--- config.mk ---
export PLATFORM = sky130hd
export DESIGN_NAME = signed_binary_to_decimal_ascii_core
export DESIGN_NICKNAME = d
export VERILOG_FILES = /design/src/rtl/sb2d_pkg.sv /design/src/rtl/signed_binary_to_decimal_ascii_core.sv
export SDC_FILE = /design/constraint.sdc
export NUM_CORES = 1
export LEC_CHECK = 0
export ABC_AREA = 1
export BUFFER_PORTS_ARGS = -buffer_cell sky130_fd_sc_hd__buf_4
export CAP_MARGIN = 30
export CORE_MARGIN = 4
export CORE_UTILIZATION = 51
export CTS_BUF_LIST = sky130_fd_sc_hd__clkbuf_16
export DETAILED_ROUTE_END_ITERATION = 8
export PLACE_DENSITY = 0.69
export SLEW_MARGIN = 20
export SYNTH_ARGS = -nofsm -noshare
export SYNTH_HDL_FRONTEND = slang
export SYNTH_SLANG_ARGS = --single-unit
--- constraint.sdc ---
create_clock -name clock -period 5.2 [get_ports clock]
set_input_delay 0 -clock clock [delete_from_list [all_inputs] [get_ports clock]]
set_output_delay 0 -clock clock [all_outputs]
set_load 0.02 [all_outputs]
--- src/rtl/sb2d_pkg.sv ---
// ----------------------------------------------------------------------------
// sb2d_pkg: shared constants for the signed binary to decimal text converter
// Holds the character width and the ASCII codes that the converter emits.
// ----------------------------------------------------------------------------
package sb2d_pkg;

   // Width of one emitted character code.
   localparam int CHAR_WIDTH = 6;

   // Width of one packed BCD digit.
   localparam int DIGIT_WIDTH = 4;

   // ASCII codes, cut to the character width.
   localparam logic [CHAR_WIDTH-1:0] CHAR_ZERO  = 6'd48;
   localparam logic [CHAR_WIDTH-1:0] CHAR_MINUS = 6'd45;

   // Threshold and correction of the shift-and-add-three step.
   localparam logic [DIGIT_WIDTH-1:0] DIGIT_ADJ_MIN = 4'd5;
   localparam logic [DIGIT_WIDTH-1:0] DIGIT_ADJ_ADD = 4'd3;

   typedef logic [DIGIT_WIDTH-1:0] digit_type;

endpackage

--- src/rtl/signed_binary_to_decimal_ascii_core.sv ---
// ----------------------------------------------------------------------------
// signed_binary_to_decimal_ascii_core: signed integer to decimal ASCII text
// Converts one two's-complement word into its decimal characters, sign first,
// one character per output word, with the last character flagged.
// ----------------------------------------------------------------------------
// Steps: the word is taken, its magnitude goes through bit-serial double dabble
// one bit at a time, leading zeros are dropped one digit at a time, then the
// sign (if negative) and the digits are emitted one character at a time. The
// next word is taken while the last character of the previous word still waits;
// output stalls hold the emission of the sign and the digits.
// Reset is synchronous and returns the controller to idle with no output.
module signed_binary_to_decimal_ascii_core #(
   parameter int DATA_WIDTH = 32
) (
   input  logic                                  clock,
   input  logic                                  reset,
   // Input channel
   input  logic                                  req_valid,
   output logic                                  req_stall,
   input  logic signed [DATA_WIDTH-1:0]          req_value,
   // Result channel
   output logic                                  rsp_valid,
   input  logic                                  rsp_stall,
   output logic [sb2d_pkg::CHAR_WIDTH-1:0]       rsp_character,
   output logic                                  rsp_last
);

   import sb2d_pkg::*;

   // Decimal digits needed for a magnitude of DATA_WIDTH bits.
   localparam int NUM_DIGITS = (DATA_WIDTH * 30103) / 100000 + 1;
   localparam int BCD_WIDTH  = NUM_DIGITS * DIGIT_WIDTH;
   localparam int BIT_CNT_W  = $clog2(DATA_WIDTH + 1);
   localparam int DIG_CNT_W  = $clog2(NUM_DIGITS + 1);

   typedef enum logic [2:0] {
      ST_IDLE,
      ST_CONV,
      ST_SKIP,
      ST_SIGN,
      ST_EMIT
   } state_type;

   state_type                state_ff, state_in;
   logic [DATA_WIDTH-1:0]    mag_ff, mag_in;
   logic                     neg_ff, neg_in;
   logic [BCD_WIDTH-1:0]     bcd_ff, bcd_in;
   logic [BIT_CNT_W-1:0]     bit_cnt_ff, bit_cnt_in;
   logic [DIG_CNT_W-1:0]     dig_cnt_ff, dig_cnt_in;
   logic                     rsp_valid_ff, rsp_valid_in;
   logic [CHAR_WIDTH-1:0]    rsp_character_ff, rsp_character_in;
   logic                     rsp_last_ff, rsp_last_in;

   logic [DATA_WIDTH-1:0]    value_u;
   logic [DATA_WIDTH-1:0]    value_neg;
   logic [BCD_WIDTH-1:0]     bcd_adj;
   digit_type                top_digit;
   logic                     out_free;

   // Magnitude of a negative input; the most negative value maps onto itself,
   // which read as unsigned is its exact magnitude.
   assign value_u   = req_value;
   assign value_neg = ~value_u + DATA_WIDTH'(1);

   // Add three to every digit of five or more before the next shift.
   always_comb begin
      for (int i = 0; i < NUM_DIGITS; i++) begin
         if (bcd_ff[i*DIGIT_WIDTH +: DIGIT_WIDTH] >= DIGIT_ADJ_MIN) begin
            bcd_adj[i*DIGIT_WIDTH +: DIGIT_WIDTH] =
               bcd_ff[i*DIGIT_WIDTH +: DIGIT_WIDTH] + DIGIT_ADJ_ADD;
         end else begin
            bcd_adj[i*DIGIT_WIDTH +: DIGIT_WIDTH] = bcd_ff[i*DIGIT_WIDTH +: DIGIT_WIDTH];
         end
      end
   end

   assign top_digit = bcd_ff[BCD_WIDTH-1 -: DIGIT_WIDTH];

   // The output register can take a new word when empty or being drained.
   assign out_free = !rsp_valid_ff || !rsp_stall;

   // Controller: convert, drop leading zeros, then emit the sign if negative and the digits.
   always_comb begin
      state_in         = state_ff;
      mag_in           = mag_ff;
      neg_in           = neg_ff;
      bcd_in           = bcd_ff;
      bit_cnt_in       = bit_cnt_ff;
      dig_cnt_in       = dig_cnt_ff;
      rsp_valid_in     = rsp_valid_ff && rsp_stall;
      rsp_character_in = rsp_character_ff;
      rsp_last_in      = rsp_last_ff;
      unique case (state_ff)
         ST_IDLE: begin
            if (req_valid) begin
               neg_in     = value_u[DATA_WIDTH-1];
               mag_in     = value_u[DATA_WIDTH-1] ? value_neg : value_u;
               bcd_in     = '0;
               bit_cnt_in = BIT_CNT_W'(DATA_WIDTH);
               state_in   = ST_CONV;
            end
         end
         ST_CONV: begin
            // Shift one magnitude bit into the BCD register.
            bcd_in     = {bcd_adj[BCD_WIDTH-2:0], mag_ff[DATA_WIDTH-1]};
            mag_in     = {mag_ff[DATA_WIDTH-2:0], 1'b0};
            bit_cnt_in = bit_cnt_ff - BIT_CNT_W'(1);
            if (bit_cnt_ff == BIT_CNT_W'(1)) begin
               dig_cnt_in = DIG_CNT_W'(NUM_DIGITS);
               state_in   = ST_SKIP;
            end
         end
         ST_SKIP: begin
            // Drop leading zeros, but always keep the units digit.
            if (top_digit == '0 && dig_cnt_ff != DIG_CNT_W'(1)) begin
               bcd_in     = {bcd_ff[BCD_WIDTH-DIGIT_WIDTH-1:0], {DIGIT_WIDTH{1'b0}}};
               dig_cnt_in = dig_cnt_ff - DIG_CNT_W'(1);
            end else begin
               state_in = neg_ff ? ST_SIGN : ST_EMIT;
            end
         end
         ST_SIGN: begin
            if (out_free) begin
               rsp_valid_in     = 1'b1;
               rsp_character_in = CHAR_MINUS;
               rsp_last_in      = 1'b0;
               state_in         = ST_EMIT;
            end
         end
         ST_EMIT: begin
            if (out_free) begin
               rsp_valid_in     = 1'b1;
               rsp_character_in = CHAR_ZERO + CHAR_WIDTH'(top_digit);
               rsp_last_in      = (dig_cnt_ff == DIG_CNT_W'(1));
               bcd_in     = {bcd_ff[BCD_WIDTH-DIGIT_WIDTH-1:0], {DIGIT_WIDTH{1'b0}}};
               dig_cnt_in = dig_cnt_ff - DIG_CNT_W'(1);
               if (dig_cnt_ff == DIG_CNT_W'(1)) begin
                  state_in = ST_IDLE;
               end
            end
         end
         default: begin
            state_in = ST_IDLE;
         end
      endcase
   end

   // State and registered outputs.
   always_ff @(posedge clock) begin
      if (reset) begin
         state_ff     <= ST_IDLE;
         rsp_valid_ff <= 1'b0;
      end else begin
         state_ff     <= state_in;
         rsp_valid_ff <= rsp_valid_in;
      end
      mag_ff           <= mag_in;
      neg_ff           <= neg_in;
      bcd_ff           <= bcd_in;
      bit_cnt_ff       <= bit_cnt_in;
      dig_cnt_ff       <= dig_cnt_in;
      rsp_character_ff <= rsp_character_in;
      rsp_last_ff      <= rsp_last_in;
   end

   assign req_stall     = (state_ff != ST_IDLE);
   assign rsp_valid     = rsp_valid_ff;
   assign rsp_character = rsp_character_ff;
   assign rsp_last      = rsp_last_ff;

   // An accepted word always starts a conversion.
   assert property (@(posedge clock) disable iff (reset)
      (req_valid && !req_stall) |=> (state_ff == ST_CONV))
      else $error("accepted word did not start a conversion");

   // Every emitted character is a minus sign or a decimal digit.
   assert property (@(posedge clock) disable iff (reset)
      rsp_valid |-> (rsp_character == CHAR_MINUS ||
                     (rsp_character >= CHAR_ZERO && rsp_character <= CHAR_ZERO + 6'd9)))
      else $error("emitted character is not a sign or a digit");

   // The sign is never the final character.
   assert property (@(posedge clock) disable iff (reset)
      (rsp_valid && rsp_character == CHAR_MINUS) |-> !rsp_last)
      else $error("minus sign flagged as last character");

   // The units digit carries the last flag.
   assert property (@(posedge clock) disable iff (reset)
      (state_ff == ST_EMIT && out_free && dig_cnt_ff == DIG_CNT_W'(1)) |=>
         (rsp_valid && rsp_last && state_ff == ST_IDLE))
      else $error("final digit not flagged as last");

endmodule
* Word level (Yosys, flattened, before mapping) *
Cells that the tools add are included.

word-level totals
  flip-flop bits (word level) = 94
  output and inout bits = 9
  word-level logic and storage cells = 106

cells by class
  add/subtract/negate cells = 14
  magnitude comparators = 10
  equality and inequality tests = 14
  muxes and demuxes = 39
  bitwise operators = 1
  reduce and logical (&&, ||, !) cells = 19

operator list
  kind                                                                number
  one-hot mux 40 bit (4 select lines)                                 1
  two-way mux 40 bit                                                  3
  two-way mux 32 bit                                                  2
  one-hot mux 32 bit (2 select lines)                                 1
  two-way mux 4 bit                                                   12
  greater-or-equal comparator 4 x 3 -> 1 bit (second input constant)  10
  adder 4 x 2 -> 4 bit (second input constant)                        9
  adder 32 x 1 -> 32 bit (second input constant)                      1
  NOT 32 bit                                                          1
  two-way mux 3 bit                                                   8
  one-hot mux 6 bit (2 select lines)                                  2
  two-way mux 6 bit                                                   3
  one-hot mux 3 bit (5 select lines)                                  1
  != test 2 bit (second input constant)                               7
  one-hot mux 4 bit (3 select lines)                                  1
  AND reduction 4 bit                                                 2
  adder 5 x 5 -> 6 bit (first input constant)                         1
  == test 3 x 2 -> 1 bit (second input constant)                      2
  == test 6 x 1 -> 1 bit (second input constant)                      1
  AND reduction 6 bit                                                 1
  nonzero test 3 bit                                                  2
  subtractor 6 x 1 -> 6 bit (second input constant)                   1
  == test 4 x 1 -> 1 bit (second input constant)                      1
  zero test 4 bit                                                     1
  16 further kinds                                                    23

* Longest topological paths before layout *
Gate-level depths: netlist of run 1.

  depth after elaboration = 5
  mapped depth = 11
  depth with buffers taken out = 11

* Worst setup path before layout of run 1 *
Ideal clock, no wire load.

  path kind = reg-to-reg
  from = reg state_ff[1]
  to = reg bcd_ff[0], enable pin
  arrival = 3.565 ns
  data required time = 4.713 ns
  slack = 1.148 ns
  stages on the path, launching flop included = 5
  buffers on the path = 0
  clock period less this slack = 4.052 ns
  cell sequence = dfxtp_1 nor2_1 nand2_1 o21ai_2 nor3_1

between the ends
  cells in the longest elaborated chain, start to end = 3
  elaborated cells on any way between the ends = 9

RTL lines
  item                                                                  RTL line                                    text
  start, declared                                                       signed_binary_to_decimal_ascii_core.sv:44   state_type state_ff, state_in;
  start signal, assigned                                                signed_binary_to_decimal_ascii_core.sv:154  state_ff <= state_in;
  == test 3 bit (tied with other cells)                                 signed_binary_to_decimal_ascii_core.sv:93   unique case (state_ff)
  nonzero test 4 bit (no line) / != test 2 bit (equally long branches)  -
  AND reduction 4 bit (no line) (*)                                     -
  end signal, assigned                                                  signed_binary_to_decimal_ascii_core.sv:159  bcd_ff <= bcd_in;
  end, declared                                                         signed_binary_to_decimal_ascii_core.sv:47   logic [BCD_WIDTH-1:0] bcd_ff, bcd_in;

Every way passes the cells marked *; elsewhere a longest branch is shown, timed or not.
A chain may end at the register's enable or synchronous reset.

* Worst setup path after layout of run 1 *
  from = reg state_ff[0]
  to = reg mag_ff[30], enable pin

between the ends
  cells in the longest elaborated chain, start to end = 3
  elaborated cells on any way between the ends = 5

RTL lines
  item                                                                  RTL line                                    text
  == test 3 x 1 -> 1 bit / zero test 3 bit (equally long branches)      signed_binary_to_decimal_ascii_core.sv:93
  nonzero test 2 bit (no line) / != test 2 bit (equally long branches)  -
  AND reduction 2 bit (no line) (*)                                     -
  end signal, assigned                                                  signed_binary_to_decimal_ascii_core.sv:157  mag_ff <= mag_in;
  end, declared                                                         signed_binary_to_decimal_ascii_core.sv:45   logic [DATA_WIDTH-1:0] mag_ff, mag_in;

Marks and branches as above.

==> impl_metrics.yaml, run 1 <==
outcome:
  outcome: "finished, final reports clean"
power:
  p_per_area_mw_per_mm2: 588
  totalPowerFinal_w: 0.00390
  p_leak_nw: 2.85
  irDropWorstVdd_uv: 588
logic_synthesis:
  ys.flop_type: "edfxtp_1"
  synthesis.instances: 720
  netlist_top_cells_area: "edfxtp_1 45%, nand2_1 10%, nor2_1 5.8%, inv_1 5.7%, ha_1 5.5%"
  yosysUniqueCellTypes: 38
  synth_top_area_share: 0.455
  synth_seq_cells: 93
  synth_commonest_cells: "159 x nand2_1, 91 x nor2_1, 90 x inv_1"
  async_flop_share: 0
  synth_area_leader_cell: "edfxtp_1"
  synth.avg_cell_area_sq_um: 8.16
  syn_area_sq_mm: 0.00588
  ys.warnings.count: 0
  yosysMostFrequentCell: "nand2_1"
  ys_seq_area_frac: 0.468
  syn_nets: 782
  synth_edf_count: 89
floorplanning:
  rows: 38
  die_height_um: 115
  start_util: 0.530
  coreArea_sq_mm: 0.0111
  num_io_pins: 45
  die_area_sq_mm: 0.0133
  die_w_um: 115
global_route:
  grt_util_all_layers: 0.197
  grt_pass1_wl_um: 20900
  grt_pass1_vias: 4527
  antenna_found_initial: 0
  grt_max_degree: 68
  overflow: 0
sta:
  relSlewSlack: 0.496
  fin_crit_sh: 0.462
  skew_ns: 0.00835
  setup_violations: 0
  tightestPinTransition_ns: 0.757
  tns_ns: 0
  hold_ws_ns: 0.0340
  report.final.slew_viol_count: 0
  period_minus_slack_ns: 2.40
  fmax_mhz: 417
  rsz0062_at_grt: "no"
  hold_viol_final: 0
route:
  post-route-drc-count: 0
  via_per_inst: 5.45
  drtIter0Drc: 378
  wire_per_inst_um: 14.0
  via_count: 4918
  wirelength_um: 12600
  first_pass_iters: 8
  final_antenna_net_count: 0
placed_design:
  place.gp.congestion: 0.835
  port_buffers: 43
  hpwl_um: 8970
  post-place-cells: 885
finish:
  nets: 820
  stdcell_count: 903
  final_layout_size_suffix_gt1_frac: 0.122
  num_antenna_cells: 0
  synthToLayoutAreaGrowth_pct: 12.9
clock_network:
  cts_buffer_depth: 2
  cts.repair.resized: 0
  htree_num_levels: 3
  clock_tree.root_cell: "clkbuf_16"
  clock_latency_ns: 0.35
  numCtsBuffers: 9
  clock_sinks: 93
  clkTransAtPathRegs_ns: 0.07
  cts_tree: "yes"
hold_path:
  min_path_type: "in -> reg"
worst_setup_path:
  crit_path_top_delay_cell: "buf_4"
  critPathLaunchType: "register"
  required_ns: 5.26
  criticalPathCategory: "reg -> reg"
  cp.arrival_ns: 2.46
  critical_path.max_stage_delay_ns: 0.43
  crit_path_end_kind: "register"
  critical_path.cell_chain: "inv_2 -> nor3_4 -> buf_4 -> inv_4 -> o21ai_4 -> buf_16"
  path_max_fanout: 67
  cp_num_buf_inv: 4
  crit_family: "buffers and inverters"
run:
  maxCapViolations: 0
power by group:
part / switching (W) / internal [W] / leakage [nW]
Clock: 0.000286 / 0.000369 / 0.135
Combinational: 0.00114 / 0.000515 / 1.80
Sequential: 0.000201 / 0.00139 / 0.916
Total: 0.00162 / 0.00228 / 2.85
worst register-to-register path, cell delays in order (launching register included):
cell,delay (ns)
dfxtp_1,0.41
inv_2,0.08
nor3_4,0.10
buf_4,0.43
inv_4,0.39
o21ai_4,0.45
buf_16,0.24
routing by layer:
metal  part of all wire  up-vias  GRT usage
met5                  0        -          0
met4              0.015        0     0.0579
met3              0.043       18     0.0453
met2               0.47      112      0.332
met1               0.47     2306      0.255
li1                   -     2482          -
placed cells by master, fill, tap and decap left out, drive strengths merged:
master and instances:
clkbuf 9, or2 5, dfxtp 4, xor2 14, buf 46, o21bai 1, edfxtp 89, inv 100
nand2 164, a21oi 31, xnor2 2, nand3b 5, a211oi 2, nand3 48, o22ai 1, nand4 5
ha 26, nor2 94, a31oi 2, o31ai 1, clkinv 3, o21ai 83, dlygate4sd3 2, nor4 1
clkinvlp 3, conb 1, o32ai 14, bufinv 1, o21a 1, o211ai 3, nor3 2
path summary, 6_finish.rpt:
path                  from         end  slack, ns  cells past startpoint
max            state_ff[0]  mag_ff[30]       2.80                      6
min          req_value[21]  mag_ff[21]       0.03                      4
max reg2reg    state_ff[0]  mag_ff[30]       2.80                      6
min reg2reg     mag_ff[10]  mag_ff[11]       0.52                      2
area by class of cell:
type | instances | area (sq um)
clock buffers | 9 | 225
clock inverters | 7 | 66.3
fillers | 972 | 4450
inverters | 100 | 378
multi-input cells | 506 | 2650
flip-flops and latches | 93 | 2750
well taps | 140 | 175
repair buffers | 48 | 385
registers in the layout, summed over array words and instances, names as in the netlist:
| signal | count |
|---|---|
| bcd_ff | 40 |
| bit_cnt_ff | 6 |
| dig_cnt_ff | 4 |
| mag_ff | 32 |
| neg_ff | 1 |
| rsp_character | 5 |
| rsp_last | 1 |
| rsp_valid | 1 |
| state_ff | 3 |
per-stage QoR:
step                utilization  setup slack (ns)  cell area [sq um]
finish                    0.599              2.80               6630
CTS                       0.599              2.81               6630
global route              0.599              2.65               6630
global placement          0.568              2.43               6290
detailed placement        0.571              2.82               6320
floorplan                     -              1.15               5880
logic make-up (layout without fill, tap and decap cells):
family | Yosys count | after routing | synth area share
AOI/OAI and AO/OA | 139 | 139 | 0.135
xor gates and xnor gates | 16 | 16 | 0.0238
adders and majority gates | 26 | 26 | 0.0554
buffers and inverters | 121 | 164 | 0.0845
DFF | 93 | 93 | 0.468
other | 1 | 1 | 0.000638
and+or+nand+nor | 324 | 324 | 0.232
timing repair:
item / in CTS / in global routing
hold buffers: 2 / 0
setup buffers: 0 / 0
endpoints found under the hold margin: 5 / 0
Note: power is estimated with default switching activity, not from simulation.
==> inputs of run 2 (changes only) <==
--- a/config.mk
+++ b/config.mk
@@ -5,14 +5,14 @@
 export SDC_FILE = /design/constraint.sdc
 export NUM_CORES = 1
 export LEC_CHECK = 0
-export ABC_AREA = 1
+export ABC_AREA = 0
 export BUFFER_PORTS_ARGS = -buffer_cell sky130_fd_sc_hd__buf_4
 export CAP_MARGIN = 30
 export CORE_MARGIN = 4
 export CORE_UTILIZATION = 51
 export CTS_BUF_LIST = sky130_fd_sc_hd__clkbuf_16
 export DETAILED_ROUTE_END_ITERATION = 8
-export PLACE_DENSITY = 0.69
+export PLACE_DENSITY = 0.72
 export SLEW_MARGIN = 20
 export SYNTH_ARGS = -nofsm -noshare
 export SYNTH_HDL_FRONTEND = slang
==> constraint.sdc (replaced) <==
create_clock -name clock -period 2.1 [get_ports clock]
set_input_delay 0 -clock clock [delete_from_list [all_inputs] [get_ports clock]]
set_output_delay 0 -clock clock [all_outputs]
set_load 0.02 [all_outputs]
==> impl_metrics.yaml, run 2 <==
global_route:
  grt_pass1_wl_um: 18600
  grt_max_degree: 43
  grt_pass1_vias: 4023
  grt_util_all_layers: 0.177
  overflow: 0
  antenna_found_initial: 0
clock_network:
  cts_tree: "yes"
  clock_latency_ns: 0.34
  cts_buffer_depth: 2
  clock_tree.root_cell: "clkbuf_16"
  htree_num_levels: 3
  clkTransAtPathRegs_ns: 0.07
  clock_sinks: 93
  numCtsBuffers: 9
logic_synthesis:
  synth_commonest_cells: "89 x edfxtp_1, 72 x nand2_1, 66 x o21ai_0"
  async_flop_share: 0
  ys.flop_type: "edfxtp_1"
  synth_seq_cells: 93
  ys_seq_area_frac: 0.498
  synth_edf_count: 89
  syn_area_sq_mm: 0.00552
  synth_area_leader_cell: "edfxtp_1"
  syn_nets: 615
  netlist_top_cells_area: "edfxtp_1 48%, o21ai_0 6.0%, ha_1 5.9%, xor2_1 5.7%, nand2_1 4.9%"
  synth_top_area_share: 0.484
  yosysUniqueCellTypes: 45
  ys.warnings.count: 0
  synth.avg_cell_area_sq_um: 9.99
  synthesis.instances: 553
  yosysMostFrequentCell: "edfxtp_1"
placed_design:
  place.gp.congestion: 0.867
  post-place-cells: 721
  place_area_sq_mm: 0.00608
  hpwl_um: 7530
  port_buffers: 43
sta:
  relSlewSlack: 0.631
  rsz0062_at_grt: "no"
  fmax_mhz: 506
  report.final.slew_viol_count: 0
  hold_ws_ns: 0.0280
  skew_ns: 0.0129
  tightestPinTransition_ns: 0.548
  period_minus_slack_ns: 1.98
  fin_crit_sh: 0.941
  setup_violations: 0
  hold_viol_final: 0
worst_setup_path:
  reg2reg_to: "bcd_ff[36]"
  crit_path_end_kind: "register"
  crit_path_top_delay_cell: "edfxtp_1"
  critPathLaunchType: "register"
  critical_path.cell_chain: "inv_1 -> ha_1 -> or3b_4 -> nand3_2 -> o22ai_1 -> nand2b_1 -> nand3_4 -> clkbuf_16"
  r2r_setup_slack_ns: 0.12
  timing.rr.start: "dig_cnt_ff[1]"
  startpoint: "dig_cnt_ff[1]"
  reg2reg_depth: 8
  criticalPathCategory: "reg -> reg"
  crit_end: "bcd_ff[36]"
  cp.arrival_ns: 2.07
  path_max_fanout: 10
  required_ns: 2.20
  critical_path.max_stage_delay_ns: 0.39
hold_path:
  min_path_type: "in -> reg"
floorplanning:
  rows: 37
  num_io_pins: 45
  die_height_um: 112
  start_util: 0.530
  die_w_um: 112
  coreArea_sq_mm: 0.0104
  die_area_sq_mm: 0.0126
finish:
  final_layout_size_suffix_gt1_frac: 0.152
  synthToLayoutAreaGrowth_pct: 16.8
  fin_area_sq_mm: 0.00645
  stdcell_count: 741
  finish.utilization: 0.619
  num_antenna_cells: 0
  largest_reg_flops: 40
  largest_register: "bcd_ff"
  final_common_cell: "edfxtp_1"
  reg_top3: "bcd_ff (40), mag_ff (32), bit_cnt_ff (6)"
  mostFrequentLayoutCells: "89 x edfxtp_1, 70 x nand2_1, 66 x o21ai_0"
  nets: 662
route:
  first_pass_iters: 5
  drtIter0Drc: 298
  final_antenna_net_count: 0
  via_count: 4120
  via_per_inst: 5.56
  wirelength_um: 10900
  post-route-drc-count: 0
  wire_per_inst_um: 14.7
outcome:
  outcome: "finished, final reports clean"
power:
  p_leak_nw: 2.38
  totalPowerFinal_w: 0.00514
  p_per_area_mw_per_mm2: 797
  irDropWorstVdd_uv: 493
run:
  maxCapViolations: 0
==> run 2: cell count changes in the layout (fill, tap and decap cells not counted), moves of 15 or more <==
cell / before / now
nand2b_1: 0 / 15
nand2_1: 159 / 70
nor2_1: 91 / 37
o21ai_1: 16 / 1
inv_1: 90 / 28
xor2_1: 14 / 36
nand3_1: 47 / 3
a21oi_1: 31 / 46
==> run 2: repair_timing <==
action                     CTS  global route
hold buffers                 2             0
gates resized for setup      1             1
setup endpoints to repair   25            44
hold endpoints to repair     4             0
cloned                       0             2
setup buffers                0             0
==> run 2: worst min-delay path by stage <==
stage | startpoint | to | cells after the start
floorplan | reset | rsp_valid | 1
global placement | reset | rsp_valid | 2
detailed placement | reset | rsp_valid | 2
CTS | req_value[29] | mag_ff[29] | 3
global route | req_value[29] | mag_ff[29] | 3
finish | req_value[29] | mag_ff[29] | 3
==> run 2: stage by stage <==
stage	TNS (ns)	setup WS, ns
CTS	0	0.0478
global placement	0	0.120
global route	0	0.0759
floorplan	-1.25	-0.0312
finish	0	0.125
detailed placement	0	0.0147
==> run 2: worst max-delay path: cells and delay by family, from the launching register on <==
family / cells / cell delay (ns)
simple gates: 4 / 0.79
compound gates: 1 / 0.08
buf+inv: 2 / 0.31
flops: 1 / 0.39
fa+ha+maj: 1 / 0.14
==> run 2: cells by family after synthesis <==
group | count (synthesis) | synth area share
buf+inv | 50 | 0.0347
flops | 93 | 0.498
fa+ha+maj | 26 | 0.0589
xor+xnor | 50 | 0.0793
other cells | 1 | 0.000679
compound gates | 149 | 0.157
simple gates | 183 | 0.169
mux | 1 | 0.00181
==> run 2: cell type report <==
class | count | area (sq um)
Clock buffer | 9 | 225
Multi-Input combinational cell | 410 | 2620
Clock inverter | 7 | 81.3
Inverter | 28 | 105
Sequential cell | 93 | 2750
Tap cell | 136 | 170
Fill cell | 835 | 3970
Timing Repair Buffer | 58 | 499
==> run 2: layer usage <==
| metal | part of all wire | global-route usage |
|---|---|---|
| met1 | 0.46 | 0.236 |
| met2 | 0.49 | 0.297 |
| met3 | 0.039 | 0.0361 |
| met4 | 0.014 | 0.0465 |
| met5 | 0 | 0 |
==> run 2: power breakdown <==
group	switching, W	total [W]	leakage (nW)	internal (W)
combinational	0.000548	0.000960	1.30	0.000412
sequential	0.000166	0.00250	0.919	0.00233
clock	0.000741	0.00169	0.153	0.000945
==> inputs of run 3 (changes only) <==
--- a/config.mk
+++ b/config.mk
@@ -7,12 +7,12 @@
 export LEC_CHECK = 0
 export ABC_AREA = 0
 export BUFFER_PORTS_ARGS = -buffer_cell sky130_fd_sc_hd__buf_4
-export CAP_MARGIN = 30
 export CORE_MARGIN = 4
 export CORE_UTILIZATION = 51
 export CTS_BUF_LIST = sky130_fd_sc_hd__clkbuf_16
 export DETAILED_ROUTE_END_ITERATION = 8
 export PLACE_DENSITY = 0.72
+export REMOVE_ABC_BUFFERS = 1
 export SLEW_MARGIN = 20
 export SYNTH_ARGS = -nofsm -noshare
 export SYNTH_HDL_FRONTEND = slang
==> impl_metrics.yaml, run 3 (synthesis gave the netlist of run 2 again) <==
global_route:
  grt_util_met2: 0.283
  grt_pass1_vias: 4068
  grt_util_all_layers: 0.172
  antenna_found_initial: 0
  grt_pass1_wl_um: 18300
  gr-max-usage-layer: "met2"
  grt_util_met3: 0.0361
  use_met1: 0.232
  grt_max_degree: 43
  overflow: 0
clock_network:
  clock_latency_ns: 0.34
  cts_tree: "yes"
  numCtsBuffers: 9
  clock_tree.root_cell: "clkbuf_16"
  clock_sinks: 93
  htree_num_levels: 3
  cts_buffer_depth: 2
  clkTransAtPathRegs_ns: 0.07
power:
  p_leak_nw: 2.40
  p_per_area_mw_per_mm2: 771
  power.internal_w: 0.00357
  seq_power_share: 0.498
  p_sw_frac: 0.286
  power.switching_w: 0.00144
  pwr-share-comb: 0.198
  totalPowerFinal_w: 0.00501
  irDropWorstVdd_uv: 374
  pwr-share-clk: 0.304
worst_setup_path:
  crit_top_cell: "nand3_4"
  required_ns: 2.20
  cp.arrival_ns: 2.10
  critical_path.cell_chain: "inv_2 -> ha_1 -> or3b_4 -> nand3_4 -> o22ai_1 -> nand2b_1 -> nand3_4 -> clkbuf_16"
  crit_path_end_kind: "register"
  crit_family: "simple AND/OR/NAND/NOR gates"
  cp_num_buf_inv: 2
  criticalPathCategory: "reg -> reg"
  crit_path_top_delay_cell: "edfxtp_1"
  critical_path.max_stage_delay_ns: 0.41
  startpoint: "dig_cnt_ff[1]"
  path_max_fanout: 6
  timing.rr.start: "dig_cnt_ff[1]"
  critPathLaunchType: "register"
finish:
  num_antenna_cells: 0
  stdcell_count: 746
  nets: 667
  synthToLayoutAreaGrowth_pct: 17.6
  mostFrequentLayoutCells: "89 x edfxtp_1, 71 x nand2_1, 66 x o21ai_0"
  largest_reg_flops: 40
  final_common_cell: "edfxtp_1"
  final_layout_size_suffix_gt1_frac: 0.157
  largest_register: "bcd_ff"
  reg_top3: "bcd_ff (40), mag_ff (32), bit_cnt_ff (6)"
floorplanning:
  die_area_sq_mm: 0.0126
  coreArea_sq_mm: 0.0104
  die_w_um: 112
  num_io_pins: 45
  die_height_um: 112
  rows: 37
  start_util: 0.530
hold_path:
  worstHoldStart: "req_value[0]"
  min_path_type: "in -> reg"
route:
  drtIter0Drc: 270
  via_count: 4191
  post-route-drc-count: 0
  wirelength_um: 11100
  first_pass_iters: 4
  wire_per_inst_um: 14.8
  final_antenna_net_count: 0
  via_per_inst: 5.62
placed_design:
  port_buffers: 43
  place.gp.congestion: 0.901
  hpwl_um: 7430
  post-place-cells: 722
sta:
  skew_ns: 0.0102
  setup_violations: 0
  tightestPinTransition_ns: 0.568
  fmax_mhz: 500
  fin_crit_sh: 0.953
  rsz0062_at_grt: "no"
  hold_viol_final: 0
  tns_ns: 0
  period_minus_slack_ns: 2.00
  report.final.slew_viol_count: 0
  relSlewSlack: 0.617
outcome:
  outcome: "finished, final reports clean"
run:
  maxCapViolations: 0
==> run 3: final cells by class <==
class	count	area (sq um)
repair buffers	63	578
inverters	28	105
fillers	847	3920
multi-input cells	410	2620
clock buffers	9	225
well taps	136	170
clock inverters	7	48.8
flip-flops and latches	93	2750
==> run 3: metal layers <==
metal,share of wire,vias to the layer above
li1,-,2097
met1,0.48,1999
met2,0.47,87
met3,0.041,8
met4,0.0094,0
met5,0,-
==> run 3: timing repair <==
item | CTS | global route
hold endpoints to repair | 4 | 0
gates resized for setup | 0 | 6
hold buffers | 2 | 0
buffers inserted | 0 | 1
endpoints found under the setup margin | 0 | 44
==> run 3: path summary, 6_finish.rpt <==
check	endpoint	slack, ns	cells after the start
setup / recovery	bcd_ff[33]	0.1	8
setup reg to reg	bcd_ff[33]	0.1	8
hold reg to reg	mag_ff[1]	0.53	2
hold / removal	mag_ff[0]	0.04	3
==> run 3: power groups by stage <==
stage | Clock (W) | Combinational (W) | Sequential (W)
global placement | 0 | 0.000896 | 0.00252
detailed placement | 0 | 0.000934 | 0.00253
finish | 0.00152 | 0.000995 | 0.00250
CTS | 0.00155 | 0.000944 | 0.00249
floorplan | 0 | 0.000642 | 0.00249
global route | 0.00162 | 0.00112 | 0.00253
==> run 3: per-stage QoR <==
step | utilization | hold WS [ns] | area (sq um) | setup WS (ns)
2_1_floorplan | - | 0.0691 | 5440 | -1.47
3_3_place_gp | 0.584 | 0.188 | 6080 | 0.139
3_5_place_dp | 0.584 | 0.191 | 6080 | 0.0576
4_1_cts | 0.612 | 0.0373 | 6380 | 0.0309
5_1_grt | 0.624 | 0.0498 | 6500 | 0.00142
6_report | 0.624 | 0.0359 | 6500 | 0.0990
==> run 3: worst reg2reg max path, stage by stage (launching register included) <==
cell and delay (ns):
edfxtp_1 0.41, inv_2 0.08, ha_1 0.13, or3b_4 0.40, nand3_4 0.10, o22ai_1 0.08, nand2b_1 0.15, nand3_4 0.19
clkbuf_16 0.23
